===== config.mk =====
export PLATFORM = sky130hd
export DESIGN_NAME = terminal_key_sequence_decoder
export DESIGN_NICKNAME = d
export VERILOG_FILES = /design/src/rtl/core/tksd_pkg.sv /design/src/rtl/core/tksd_step.sv /design/src/rtl/core/terminal_key_sequence_decoder.sv
export SDC_FILE = /design/constraint.sdc
export NUM_CORES = 1
export LEC_CHECK = 0
export BUFFER_PORTS_ARGS = -buffer_cell sky130_fd_sc_hd__clkbuf_2
export CORE_ASPECT_RATIO = 1.75
export CORE_MARGIN = 2
export CORE_UTILIZATION = 43
export CTS_CLUSTER_DIAMETER = 100
export CTS_CLUSTER_SIZE = 16
export DETAILED_ROUTE_END_ITERATION = 8
export PLACE_DENSITY = 0.67
export SYNTH_ARGS = -nofsm -noshare
export SYNTH_HDL_FRONTEND = slang
export SYNTH_HIERARCHICAL = 1
export SYNTH_SLANG_ARGS = --single-unit

===== constraint.sdc =====
create_clock -name clk -period 11.75 [get_ports clk]
set_input_delay 2.9375 -clock clk [delete_from_list [all_inputs] [get_ports clk]]
set_output_delay 2.9375 -clock clk [all_outputs]
set_load 0.005 [all_outputs]

===== src/rtl/core/tksd_pkg.sv =====
// Package for the terminal key sequence decoder: parse phases, sequencer
// states, key codes, byte constants and the structs shared by the modules.
// No dependencies.
package tksd_pkg;

  localparam int STORE_BYTES_DEF = 64;

  typedef enum logic [2:0] {
    PH_IDLE    = 3'd0,
    PH_ESC     = 3'd1,
    PH_CSI_NUM = 3'd2,
    PH_CSI_MOD = 3'd3,
    PH_SS3     = 3'd4,
    PH_UTF8    = 3'd5
  } phase_t;

  typedef enum logic [2:0] {
    S_IDLE  = 3'd0,
    S_STEP  = 3'd1,
    S_TMO   = 3'd2,
    S_RD    = 3'd3,
    S_LOAD  = 3'd4,
    S_FLUSH = 3'd5
  } seq_t;

  // key codes
  localparam logic [4:0] KEY_NONE      = 5'd0;
  localparam logic [4:0] KEY_CHAR      = 5'd1;
  localparam logic [4:0] KEY_ENTER     = 5'd2;
  localparam logic [4:0] KEY_TAB       = 5'd3;
  localparam logic [4:0] KEY_BACKSPACE = 5'd4;
  localparam logic [4:0] KEY_ESC       = 5'd5;
  localparam logic [4:0] KEY_CTRL_A    = 5'd6;
  localparam logic [4:0] KEY_CTRL_C    = 5'd7;
  localparam logic [4:0] KEY_CTRL_D    = 5'd8;
  localparam logic [4:0] KEY_CTRL_E    = 5'd9;
  localparam logic [4:0] KEY_CTRL_K    = 5'd10;
  localparam logic [4:0] KEY_CTRL_U    = 5'd11;
  localparam logic [4:0] KEY_CTRL_W    = 5'd12;
  localparam logic [4:0] KEY_UP        = 5'd13;
  localparam logic [4:0] KEY_DOWN      = 5'd14;
  localparam logic [4:0] KEY_RIGHT     = 5'd15;
  localparam logic [4:0] KEY_LEFT      = 5'd16;
  localparam logic [4:0] KEY_HOME      = 5'd17;
  localparam logic [4:0] KEY_END       = 5'd18;
  localparam logic [4:0] KEY_DELETE    = 5'd19;
  localparam logic [4:0] KEY_PGUP      = 5'd20;
  localparam logic [4:0] KEY_PGDN      = 5'd21;
  localparam logic [4:0] KEY_SH_PGUP   = 5'd22;
  localparam logic [4:0] KEY_SH_PGDN   = 5'd23;
  localparam logic [4:0] KEY_BACKTAB   = 5'd24;

  // input bytes of interest
  localparam logic [7:0] CH_ESC   = 8'h1b;
  localparam logic [7:0] CH_DEL   = 8'h7f;
  localparam logic [7:0] CH_BS    = 8'h08;
  localparam logic [7:0] CH_CR    = 8'h0d;
  localparam logic [7:0] CH_LF    = 8'h0a;
  localparam logic [7:0] CH_TAB   = 8'h09;
  localparam logic [7:0] CH_CA    = 8'h01;
  localparam logic [7:0] CH_CC    = 8'h03;
  localparam logic [7:0] CH_CD    = 8'h04;
  localparam logic [7:0] CH_CE    = 8'h05;
  localparam logic [7:0] CH_CK    = 8'h0b;
  localparam logic [7:0] CH_CU    = 8'h15;
  localparam logic [7:0] CH_CW    = 8'h17;
  localparam logic [7:0] CH_SPACE = 8'h20;
  localparam logic [7:0] CH_LBRK  = 8'h5b;
  localparam logic [7:0] CH_O     = 8'h4f;
  localparam logic [7:0] CH_SEMI  = 8'h3b;
  localparam logic [7:0] CH_TILDE = 8'h7e;
  localparam logic [7:0] CH_0     = 8'h30;
  localparam logic [7:0] CH_9     = 8'h39;
  localparam logic [7:0] CH_A     = 8'h41;
  localparam logic [7:0] CH_B     = 8'h42;
  localparam logic [7:0] CH_C     = 8'h43;
  localparam logic [7:0] CH_D     = 8'h44;
  localparam logic [7:0] CH_F     = 8'h46;
  localparam logic [7:0] CH_H     = 8'h48;
  localparam logic [7:0] CH_Z     = 8'h5a;

  typedef struct packed {
    phase_t     phase;
    logic [3:0] fnum;
    logic [1:0] snum;
    logic       fseen;
    logic [1:0] urem;
  } parse_t;

  localparam parse_t PARSE_CLR = '{phase: PH_IDLE, fnum: 4'd0, snum: 2'd0,
                                   fseen: 1'b0, urem: 2'd0};

  typedef struct packed {
    logic [4:0]  key;
    logic [20:0] cp;
    logic [31:0] bytes;
    logic [2:0]  len;
  } result_t;

  // what one decode step asks of the sequencer
  typedef struct packed {
    logic emit;     // step yields a key event
    logic wr;       // byte goes into the store
    logic again;    // decode the same byte afresh
    logic again_o;  // decode 'O', then the same byte
  } step_ctl_t;

endpackage


===== src/rtl/core/tksd_step.sv =====
// One decode step of the key sequence parser: one byte against the parse
// state, giving the next state, at most one key event and store control.
// Depends on tksd_pkg.
module tksd_step import tksd_pkg::*; #(
  parameter int STORE_BYTES = STORE_BYTES_DEF,
  parameter int CW = $clog2(STORE_BYTES + 1),
  parameter int AW = $clog2(STORE_BYTES)
) (
  input  parse_t          parse_in,
  input  logic [CW-1:0]   count_in,
  input  logic [3:0][7:0] ub_in,
  input  logic [7:0]      byte_in,
  output parse_t          parse_out,
  output logic [CW-1:0]   count_out,
  output logic [3:0][7:0] ub_out,
  output logic [AW-1:0]   wr_addr,
  output result_t         res,
  output step_ctl_t       ctl
);

  localparam logic [CW-1:0] FULL = CW'(STORE_BYTES);
  localparam logic [CW-1:0] FOUR = CW'(4);

  function automatic logic [4:0] csi_key(input logic [7:0] f, input logic [3:0] fnum,
                                         input logic [1:0] snum, input logic fseen);
    logic [4:0] k;
    k = KEY_NONE;
    if (f == CH_TILDE) begin
      case (fnum)
        4'd1, 4'd7: k = KEY_HOME;
        4'd3:       k = KEY_DELETE;
        4'd4, 4'd8: k = KEY_END;
        4'd5:       k = (snum == 2'd2) ? KEY_SH_PGUP : KEY_PGUP;
        4'd6:       k = (snum == 2'd2) ? KEY_SH_PGDN : KEY_PGDN;
        default:    k = KEY_NONE;
      endcase
    end else if (!fseen) begin
      case (f)
        CH_A:    k = KEY_UP;
        CH_B:    k = KEY_DOWN;
        CH_C:    k = KEY_RIGHT;
        CH_D:    k = KEY_LEFT;
        CH_H:    k = KEY_HOME;
        CH_F:    k = KEY_END;
        CH_Z:    k = KEY_BACKTAB;
        default: k = KEY_NONE;
      endcase
    end
    return k;
  endfunction

  parse_t          p;
  logic [CW-1:0]   cnt;
  logic [3:0][7:0] ub;
  logic            st;
  logic            is_digit;
  logic [7:0]      fn_acc;
  logic [5:0]      sn_acc;
  logic [2:0]      n;
  logic [7:0]      b0, b1, b2, b3;
  logic [4:0]      k;

  assign is_digit = (byte_in >= CH_0) && (byte_in <= CH_9);
  assign fn_acc   = 8'(parse_in.fnum) * 8'd10 + {4'd0, byte_in[3:0]};
  assign sn_acc   = 6'(parse_in.snum) * 6'd10 + {2'd0, byte_in[3:0]};

  always_comb begin
    p       = parse_in;
    cnt     = count_in;
    ub      = ub_in;
    st      = 1'b0;
    res     = '0;
    ctl     = '0;
    wr_addr = count_in[AW-1:0];
    n       = 3'd0;
    b0      = 8'd0;
    b1      = 8'd0;
    b2      = 8'd0;
    b3      = 8'd0;
    k       = KEY_NONE;

    // a pending sequence that filled the store is dropped
    if (p.phase != PH_IDLE && cnt >= FULL) begin
      p   = PARSE_CLR;
      cnt = '0;
    end
    wr_addr = cnt[AW-1:0];

    case (p.phase)
      PH_ESC: begin
        if (byte_in == CH_LBRK) begin
          st      = 1'b1;
          p.phase = PH_CSI_NUM;
        end else if (byte_in == CH_O) begin
          st      = 1'b1;
          p.phase = PH_SS3;
        end else begin
          res.key   = KEY_ESC;
          ctl.emit  = 1'b1;
          ctl.again = 1'b1;
          p         = PARSE_CLR;
          cnt       = '0;
        end
      end
      PH_SS3: begin
        if (byte_in == CH_H || byte_in == CH_F) begin
          res.key  = (byte_in == CH_H) ? KEY_HOME : KEY_END;
          ctl.emit = 1'b1;
        end else begin
          res.key     = KEY_ESC;
          ctl.emit    = 1'b1;
          ctl.again_o = 1'b1;
        end
        p   = PARSE_CLR;
        cnt = '0;
      end
      PH_CSI_NUM: begin
        if (is_digit) begin
          st      = 1'b1;
          p.fseen = 1'b1;
          p.fnum  = (fn_acc > 8'd15) ? 4'd15 : fn_acc[3:0];
        end else if (byte_in == CH_SEMI) begin
          st      = 1'b1;
          p.phase = PH_CSI_MOD;
        end else begin
          k        = csi_key(byte_in, p.fnum, p.snum, p.fseen);
          res.key  = k;
          ctl.emit = (k != KEY_NONE);
          p        = PARSE_CLR;
          cnt      = '0;
        end
      end
      PH_CSI_MOD: begin
        if (is_digit) begin
          st     = 1'b1;
          p.snum = (sn_acc > 6'd3) ? 2'd3 : sn_acc[1:0];
        end else begin
          k        = csi_key(byte_in, p.fnum, p.snum, p.fseen);
          res.key  = k;
          ctl.emit = (k != KEY_NONE);
          p        = PARSE_CLR;
          cnt      = '0;
        end
      end
      PH_UTF8: begin
        // store inline: the event below needs the updated bytes
        if (cnt < FULL) begin
          ctl.wr = 1'b1;
          if (cnt < FOUR) ub[cnt[1:0]] = byte_in;
          cnt = cnt + 1'b1;
        end
        if (p.urem != 2'd0) p.urem = p.urem - 2'd1;
        if (p.urem == 2'd0) begin
          n  = (cnt >= FOUR) ? 3'd4 : cnt[2:0];
          b0 = (n > 3'd0) ? ub[0] : 8'd0;
          b1 = (n > 3'd1) ? ub[1] : 8'd0;
          b2 = (n > 3'd2) ? ub[2] : 8'd0;
          b3 = (n > 3'd3) ? ub[3] : 8'd0;
          case (n)
            3'd0, 3'd1: res.cp = {13'd0, b0};
            3'd2:       res.cp = {10'd0, b0[4:0], b1[5:0]};
            3'd3:       res.cp = {5'd0, b0[3:0], b1[5:0], b2[5:0]};
            default:    res.cp = {b0[2:0], b1[5:0], b2[5:0], b3[5:0]};
          endcase
          res.key   = KEY_CHAR;
          res.bytes = {b3, b2, b1, b0};
          res.len   = n;
          ctl.emit  = 1'b1;
          p         = PARSE_CLR;
          cnt       = '0;
        end
      end
      default: begin
        p   = PARSE_CLR;
        cnt = '0;
        case (byte_in)
          CH_ESC: begin
            st      = 1'b1;
            p.phase = PH_ESC;
          end
          CH_CR, CH_LF: res.key = KEY_ENTER;
          CH_TAB:       res.key = KEY_TAB;
          CH_DEL, CH_BS: res.key = KEY_BACKSPACE;
          CH_CA:        res.key = KEY_CTRL_A;
          CH_CC:        res.key = KEY_CTRL_C;
          CH_CD:        res.key = KEY_CTRL_D;
          CH_CE:        res.key = KEY_CTRL_E;
          CH_CK:        res.key = KEY_CTRL_K;
          CH_CU:        res.key = KEY_CTRL_U;
          CH_CW:        res.key = KEY_CTRL_W;
          default: begin
            if (byte_in < CH_SPACE) begin
              res.key = KEY_NONE;
            end else if (!byte_in[7]) begin
              res.key   = KEY_CHAR;
              res.cp    = {13'd0, byte_in};
              res.bytes = {24'd0, byte_in};
              res.len   = 3'd1;
            end else if (byte_in[7:5] == 3'b110) begin
              st      = 1'b1;
              p.urem  = 2'd1;
              p.phase = PH_UTF8;
            end else if (byte_in[7:4] == 4'b1110) begin
              st      = 1'b1;
              p.urem  = 2'd2;
              p.phase = PH_UTF8;
            end else if (byte_in[7:3] == 5'b11110) begin
              st      = 1'b1;
              p.urem  = 2'd3;
              p.phase = PH_UTF8;
            end
          end
        endcase
        ctl.emit = (res.key != KEY_NONE);
      end
    endcase

    // plain store of a sequence byte
    if (st && cnt < FULL) begin
      ctl.wr = 1'b1;
      if (cnt < FOUR) ub[cnt[1:0]] = byte_in;
      cnt = cnt + 1'b1;
    end

    parse_out = p;
    count_out = cnt;
    ub_out    = ub;
  end

endmodule


===== src/rtl/core/terminal_key_sequence_decoder.sv =====
// Terminal key sequence decoder: bytes or timeouts in, key events out.
// A byte goes through transfer, a decode step and the flush of the last
// event, plus one more decode step per byte decoded afresh; a timeout adds
// a store read, a load and a decode step per stored byte after the ESC. One
// item at a time; a stalled output holds the sequencer until the event moves on.
// Reset clears parse state, byte count and handshakes; store contents undefined.
module terminal_key_sequence_decoder import tksd_pkg::*; #(
  parameter int STORE_BYTES = STORE_BYTES_DEF
) (
  input  logic        clk,
  input  logic        rst,
  input  logic        in_valid,
  output logic        in_ready,
  input  logic        op,
  input  logic [7:0]  in_byte,
  output logic        out_valid,
  input  logic        out_ready,
  output logic [4:0]  key_code,
  output logic [20:0] codepoint,
  output logic [31:0] utf8_bytes,
  output logic [2:0]  utf8_len,
  output logic        last
);

  localparam int CW = $clog2(STORE_BYTES + 1);
  localparam int AW = $clog2(STORE_BYTES);
  localparam result_t ESC_RES = '{key: KEY_ESC, cp: 21'd0, bytes: 32'd0, len: 3'd0};

  // sequencer
  seq_t seq, seq_next;

  // parse state
  parse_t          parse;
  logic [CW-1:0]   count;
  logic [3:0][7:0] ub;      // first bytes of a UTF-8 sequence

  // byte under decode; 'O' replay queues the original byte behind it
  logic [7:0]    cur;
  logic [7:0]    q_byte;
  logic          q_valid;
  logic          replay;
  logic [CW-1:0] idx;
  logic [CW-1:0] end_cnt;
  logic [CW-1:0] idx_inc;

  // pending-byte store
  logic [7:0] store_mem [STORE_BYTES];
  logic [7:0] rd_data;

  // events: hold keeps the newest one until it is known whether it is last
  result_t hold_res;
  logic    hold_valid;
  result_t out_res;
  logic    out_last;

  // step unit
  parse_t          st_parse;
  logic [CW-1:0]   st_count;
  logic [3:0][7:0] st_ub;
  logic [AW-1:0]   st_addr;
  result_t         st_res;
  step_ctl_t       st_ctl;

  logic    in_xfer;
  logic    out_free;
  logic    adv;
  logic    emit_req;
  result_t emit_res;
  logic    load_out;
  logic    load_last;

  tksd_step #(
    .STORE_BYTES (STORE_BYTES),
    .CW          (CW),
    .AW          (AW)
  ) u_step (
    .parse_in  (parse),
    .count_in  (count),
    .ub_in     (ub),
    .byte_in   (cur),
    .parse_out (st_parse),
    .count_out (st_count),
    .ub_out    (st_ub),
    .wr_addr   (st_addr),
    .res       (st_res),
    .ctl       (st_ctl)
  );

  assign in_ready = (seq == S_IDLE);
  assign in_xfer  = in_valid && in_ready;
  assign out_free = !out_valid || out_ready;
  assign idx_inc  = idx + 1'b1;

  assign key_code   = out_res.key;
  assign codepoint  = out_res.cp;
  assign utf8_bytes = out_res.bytes;
  assign utf8_len   = out_res.len;
  assign last       = out_last;

  always_ff @(posedge clk) begin
    if (rst) begin
      seq <= S_IDLE;
    end else begin
      seq <= seq_next;
    end
  end

  // next state and strobes
  always_comb begin
    seq_next  = seq;
    adv       = 1'b0;
    emit_req  = 1'b0;
    emit_res  = st_res;
    load_out  = 1'b0;
    load_last = 1'b0;
    case (seq)
      S_IDLE: begin
        if (in_valid) begin
          if (!op) begin
            seq_next = S_STEP;
          end else if (parse.phase != PH_IDLE && parse.phase != PH_UTF8) begin
            seq_next = S_TMO;
          end
        end
      end
      S_TMO: begin
        // pending ESC becomes Esc; the bytes after it get replayed
        emit_req = 1'b1;
        emit_res = ESC_RES;
        if (!hold_valid || out_free) begin
          adv      = 1'b1;
          seq_next = (end_cnt > CW'(1)) ? S_RD : S_FLUSH;
        end
      end
      S_STEP: begin
        emit_req = st_ctl.emit;
        emit_res = st_res;
        if (!emit_req || !hold_valid || out_free) begin
          adv = 1'b1;
          if (st_ctl.again || st_ctl.again_o || q_valid) begin
            seq_next = S_STEP;
          end else if (replay && idx_inc < end_cnt) begin
            seq_next = S_RD;
          end else begin
            seq_next = S_FLUSH;
          end
        end
      end
      S_RD:   seq_next = S_LOAD;
      S_LOAD: seq_next = S_STEP;
      S_FLUSH: begin
        if (!hold_valid) begin
          seq_next = S_IDLE;
        end else if (out_free) begin
          load_out  = 1'b1;
          load_last = 1'b1;
          seq_next  = S_IDLE;
        end
      end
      default: seq_next = S_IDLE;
    endcase
    // a new event pushes the held one out, not last
    if (adv && emit_req && hold_valid) load_out = 1'b1;
  end

  // datapath and control registers
  always_ff @(posedge clk) begin
    if (rst) begin
      parse      <= PARSE_CLR;
      count      <= '0;
      q_valid    <= 1'b0;
      hold_valid <= 1'b0;
      out_valid  <= 1'b0;
    end else begin
      if (in_xfer) begin
        cur     <= in_byte;
        replay  <= op;
        idx     <= CW'(1);
        end_cnt <= count;
        q_valid <= 1'b0;
      end

      if (seq == S_TMO && adv) begin
        parse <= PARSE_CLR;
        count <= '0;
      end

      if (seq == S_STEP && adv) begin
        parse <= st_parse;
        count <= st_count;
        ub    <= st_ub;
        if (st_ctl.again) begin
          cur <= cur;
        end else if (st_ctl.again_o) begin
          q_byte  <= cur;
          q_valid <= 1'b1;
          cur     <= CH_O;
        end else if (q_valid) begin
          cur     <= q_byte;
          q_valid <= 1'b0;
        end else if (replay) begin
          idx <= idx_inc;
        end
      end

      if (seq == S_LOAD) cur <= rd_data;

      if (adv && emit_req) begin
        hold_res   <= emit_res;
        hold_valid <= 1'b1;
      end else if (load_out) begin
        hold_valid <= 1'b0;
      end

      if (out_valid && out_ready) out_valid <= 1'b0;
      if (load_out) begin
        out_valid <= 1'b1;
        out_res   <= hold_res;
        out_last  <= load_last;
      end
    end
  end

  // store: written by decode steps, read during a replay; replay writes
  // never overtake the read position
  always_ff @(posedge clk) begin
    if (seq == S_STEP && adv && st_ctl.wr) store_mem[st_addr] <= cur;
    if (seq == S_RD) rd_data <= store_mem[idx[AW-1:0]];
  end

endmodule

==> impl_metrics.json <==
{
  "cts_tree": "done",
  "synth_fa_ha_area_share_pct": 1.241,
  "crit_slowest_cell": "nor3_1",
  "cp_top_family": "simple AND/OR/NAND/NOR gates",
  "crit_chain": "nor3_1, clkbuf_2",
  "netlist_top_cells_area": "edfxtp_1 67%, mux4_2 7.3%, mux2i_1 2.4%",
  "endpoint_kind": "primary output",
  "clkTransAtPathRegs_ns": 0.08,
  "outcome": "finished clean",
  "synth_top_family_by_area": "multiplexers",
  "antenna_found_initial": 3,
  "io_buffers": 76,
  "cp_slowest_stage_delay_ns": 0.88,
  "cts.htree.levels": 2,
  "die_w_um": 209.8,
  "worstSetupStartpointType": "register",
  "fin_setup_tns_ns": 0,
  "design_area_mm2": 0.03460,
  "drt_pass1_iterations": 8,
  "wirelength_mm": 85.98,
  "grt_pass1_wl_mm": 124.8,
  "switching_share_pct": 27.83,
  "critical_path_class": "reg2out",
  "ant_nets": 0,
  "synth_mux_area_share_pct": 11.79,
  "dr_total_vias": 18639,
  "hpwlAfterDp_mm": 57.98,
  "crit_buf_inv": 1,
  "internal_power_w": 0.004200,
  "rrSetupSlack_ns": 6.90,
  "syn_nets": 2083,
  "synth-simple-area-share_pct": 8.182,
  "rows": 132,
  "r2r_end": "store_mem[57][7]$_DFFE_PP_",
  "worstSetupPathDepth": 2,
  "synth.distinct_cells": 86,
  "dieArea_mm2": 0.07640,
  "synth-xor-area-share_pct": 0.4947,
  "hold_end": "utf8_bytes[4]$_DFFE_PP_",
  "num-nets-final": 2131,
  "synth-seq-cells": 731,
  "synthFlopType": "edfxtp_1",
  "vdd.ir_drop.worst_mv": 0.1371,
  "yosysTopAreaCell": "edfxtp_1",
  "dpl.cell_count": 2974,
  "fp.dieH_um": 364.1,
  "wl_per_cell_um": 28.19,
  "clkSinkCount": 731,
  "final_cells": 3050,
  "hold_buffers": 0,
  "cp.required_ns": 8.81,
  "p_leak_nw": 11.58,
  "core-area_mm2": 0.07366,
  "gp_congestion": 0.9668,
  "io_pins": 77,
  "finalMaxSlewViolations": 0,
  "seqPwrFrac_pct": 53.1,
  "grt_max_degree": 98,
  "pwr-share-comb_pct": 18.5,
  "p_per_area_mw_per_mm2": 168.2,
  "overflow": 0,
  "hold_violations": 0,
  "hold_path.class": "reg2reg",
  "post_cts_buffers": 0,
  "p_switching_w": 0.001619,
  "ys_warn_count": 6,
  "drive_gt1_share_pct": 17.06,
  "grt_pass1_vias": 18819,
  "min_from": "hold_res[7]$_SDFFCE_PP0P_",
  "synth_top_area_share_pct": 66.52,
  "routed_via_density": 6.111,
  "setup_violations": 0,
  "start_util_pct": 43.27,
  "drv_cap": 0,
  "synth-compound-area-share_pct": 7.856,
  "placed_area_mm2": 0.03319,
  "cts-root-buf": "clkbuf_16",
  "rsz0062_at_grt": "false",
  "holdPathStages": 0,
  "fin_crit_sh_pct": 44.00,
  "post_cts_resize_count": 0,
  "async_flop_share_pct": 0,
  "cp_max_fo": 14,
  "synth_edf_count": 706,
  "seq_area_frac_synth_pct": 68.09,
  "reg2regPathDepth": 11,
  "relSlewSlack_pct": 13.97,
  "syn_inst": 2041,
  "period_needed_ns": 5.170,
  "drt_iter0_drc": 1812,
  "grt_usage_pct": 22.32,
  "final.setup_skew_ns": 0.02723,
  "worstMarginPinSlew_ns": 1.288,
  "area_delta_synth_final_pct": 8.578,
  "fmax_mhz": 193.4,
  "syn_avg_cell_area_um2": 15.62,
  "clock_power_share_pct": 28.3,
  "numCtsBuffers": 51,
  "drcViolationCount": 0,
  "syn-cell-area_mm2": 0.03187,
  "num-fill-cells": 6355,
  "arrival_ns": 2.23,
  "clock_latency_ns": 0.61,
  "cts.path.max_buffers": 3,
  "rr_startpoint": "cur[2]$_DFFE_PP_"
}
==> power by group through the flow <==
stage,clock network [W],logic (W),registers [W]
2_1_floorplan,0,0.000656,0.00318
3_3_place_gp,0,0.00105,0.00315
3_5_place_dp,0,0.00107,0.00315
4_1_cts,0.00167,0.00107,0.00309
5_1_grt,0.00176,0.00114,0.00310
6_report,0.00165,0.00108,0.00309
==> layer usage <==
layer	wire length, um	vias to the layer above	GRT usage, %
met1	29000	9423	23.46
met2	46550	877	42.18
met3	4018	263	2.119
li1	-	8076	-
met4	6412	0	14.70
met5	0	-	0
==> worst max-delay path by stage <==
stage                              startpoint                    endpoint
after global routing      seq[2]$_SDFFE_PP0P_                    in_ready
final                     seq[2]$_SDFFE_PP0P_                    in_ready
after CTS                 seq[2]$_SDFFE_PP0P_                    in_ready
after detailed placement            out_ready  store_mem[57][1]$_DFFE_PP_
after global placement              out_ready  store_mem[49][1]$_DFFE_PP_
after floorplan                     out_ready      codepoint[0]$_DFFE_PP_
==> sequential cells by signal, summed over array words and instances, names as in the netlist <==
signal	count
seq	3
hold_res	61
count	7
parse	12
q_byte	8
utf8_len	3
key_code	5
idx	7
end_cnt	7
hold_valid	1
last	1
out_valid	1
ub	32
store_mem	512
replay	1
rd_data	8
cur	8
codepoint	21
q_valid	1
utf8_bytes	32
==> Yosys cell counts, drive strengths merged (15+ instances only) <==
cell,number
nand3,42
a21oi,71
nand2,103
nor3,32
ha,26
a22oi,28
edfxtp,706
dfxtp,25
mux4,104
a211oi,24
nor2b,80
o22ai,26
and3,15
mux2,53
mux2i,79
inv,39
o21ai,53
a22o,38
nor2,153
nand4,15
clkbuf,70
buf,54
==> layout by cell type (no fill, tap or decap), drive strengths merged, types with 7 or more instances in the layout <==
cell,count
a211oi,24
a21o,7
a21oi,71
a22o,38
a22oi,28
a31oi,14
and2,13
and3,15
buf,43
clkbuf,147
dfxtp,25
edfxtp,706
ha,26
inv,40
mux2,53
mux2i,79
mux4,104
nand2,103
nand2b,14
nand3,42
nand3b,10
nand4,15
nor2,153
nor2b,80
nor3,32
nor3b,9
o21ai,53
o221ai,13
o22ai,26
xnor2,12
==> stage by stage <==
| step | hold WS [ns] | utilization, % | worst slack, ns | total power [W] |
|---|---|---|---|---|
| floorplan | 0.4003 | - | 4.755 | 0.003831 |
| global placement | 0.4029 | 45.06 | 6.308 | 0.004202 |
| detailed placement | 0.4045 | 45.06 | 6.218 | 0.004216 |
| CTS | 0.4208 | 46.97 | 6.648 | 0.005833 |
| global route | 0.4258 | 46.98 | 6.543 | 0.005993 |
| finish | 0.4178 | 46.98 | 6.580 | 0.005819 |
==> logic make-up after synthesis <==
group                    Yosys count
flip-flops                       731
AO/OA/AOI/OAI                    346
buffers and inverters            163
multiplexers                     236
AND/OR/NAND/NOR                  517
adder cells (fa/ha/maj)           30
XOR/XNOR                          18
==> cell type report <==
class | instances | area [um^2] | area share [%]
sequential | 731 | 21700 | 62.71
multi-input combinational | 1147 | 9458 | 27.33
clock buffer | 71 | 1373 | 3.966
tap | 938 | 1174 | 3.392
timing repair buffer | 119 | 715.7 | 2.068
inverter | 39 | 146.4 | 0.4230
clock inverter | 3 | 32.53 | 0.09401
antenna | 2 | 5.005 | 0.01446
==> worst reg2reg max path, cell delays in order (launching register included) <==
cell	delay, ns
edfxtp_1	0.86
buf_4	0.51
inv_1	0.12
a31oi_1	0.14
or4_1	0.16
a21boi_0	0.28
a21o_1	0.16
a32oi_1	0.13
nand4b_1	0.21
and2_1	0.34
nand3_1	0.76
nor2_1	0.81
No activity file was read; power rests on OpenSTA's default activity.
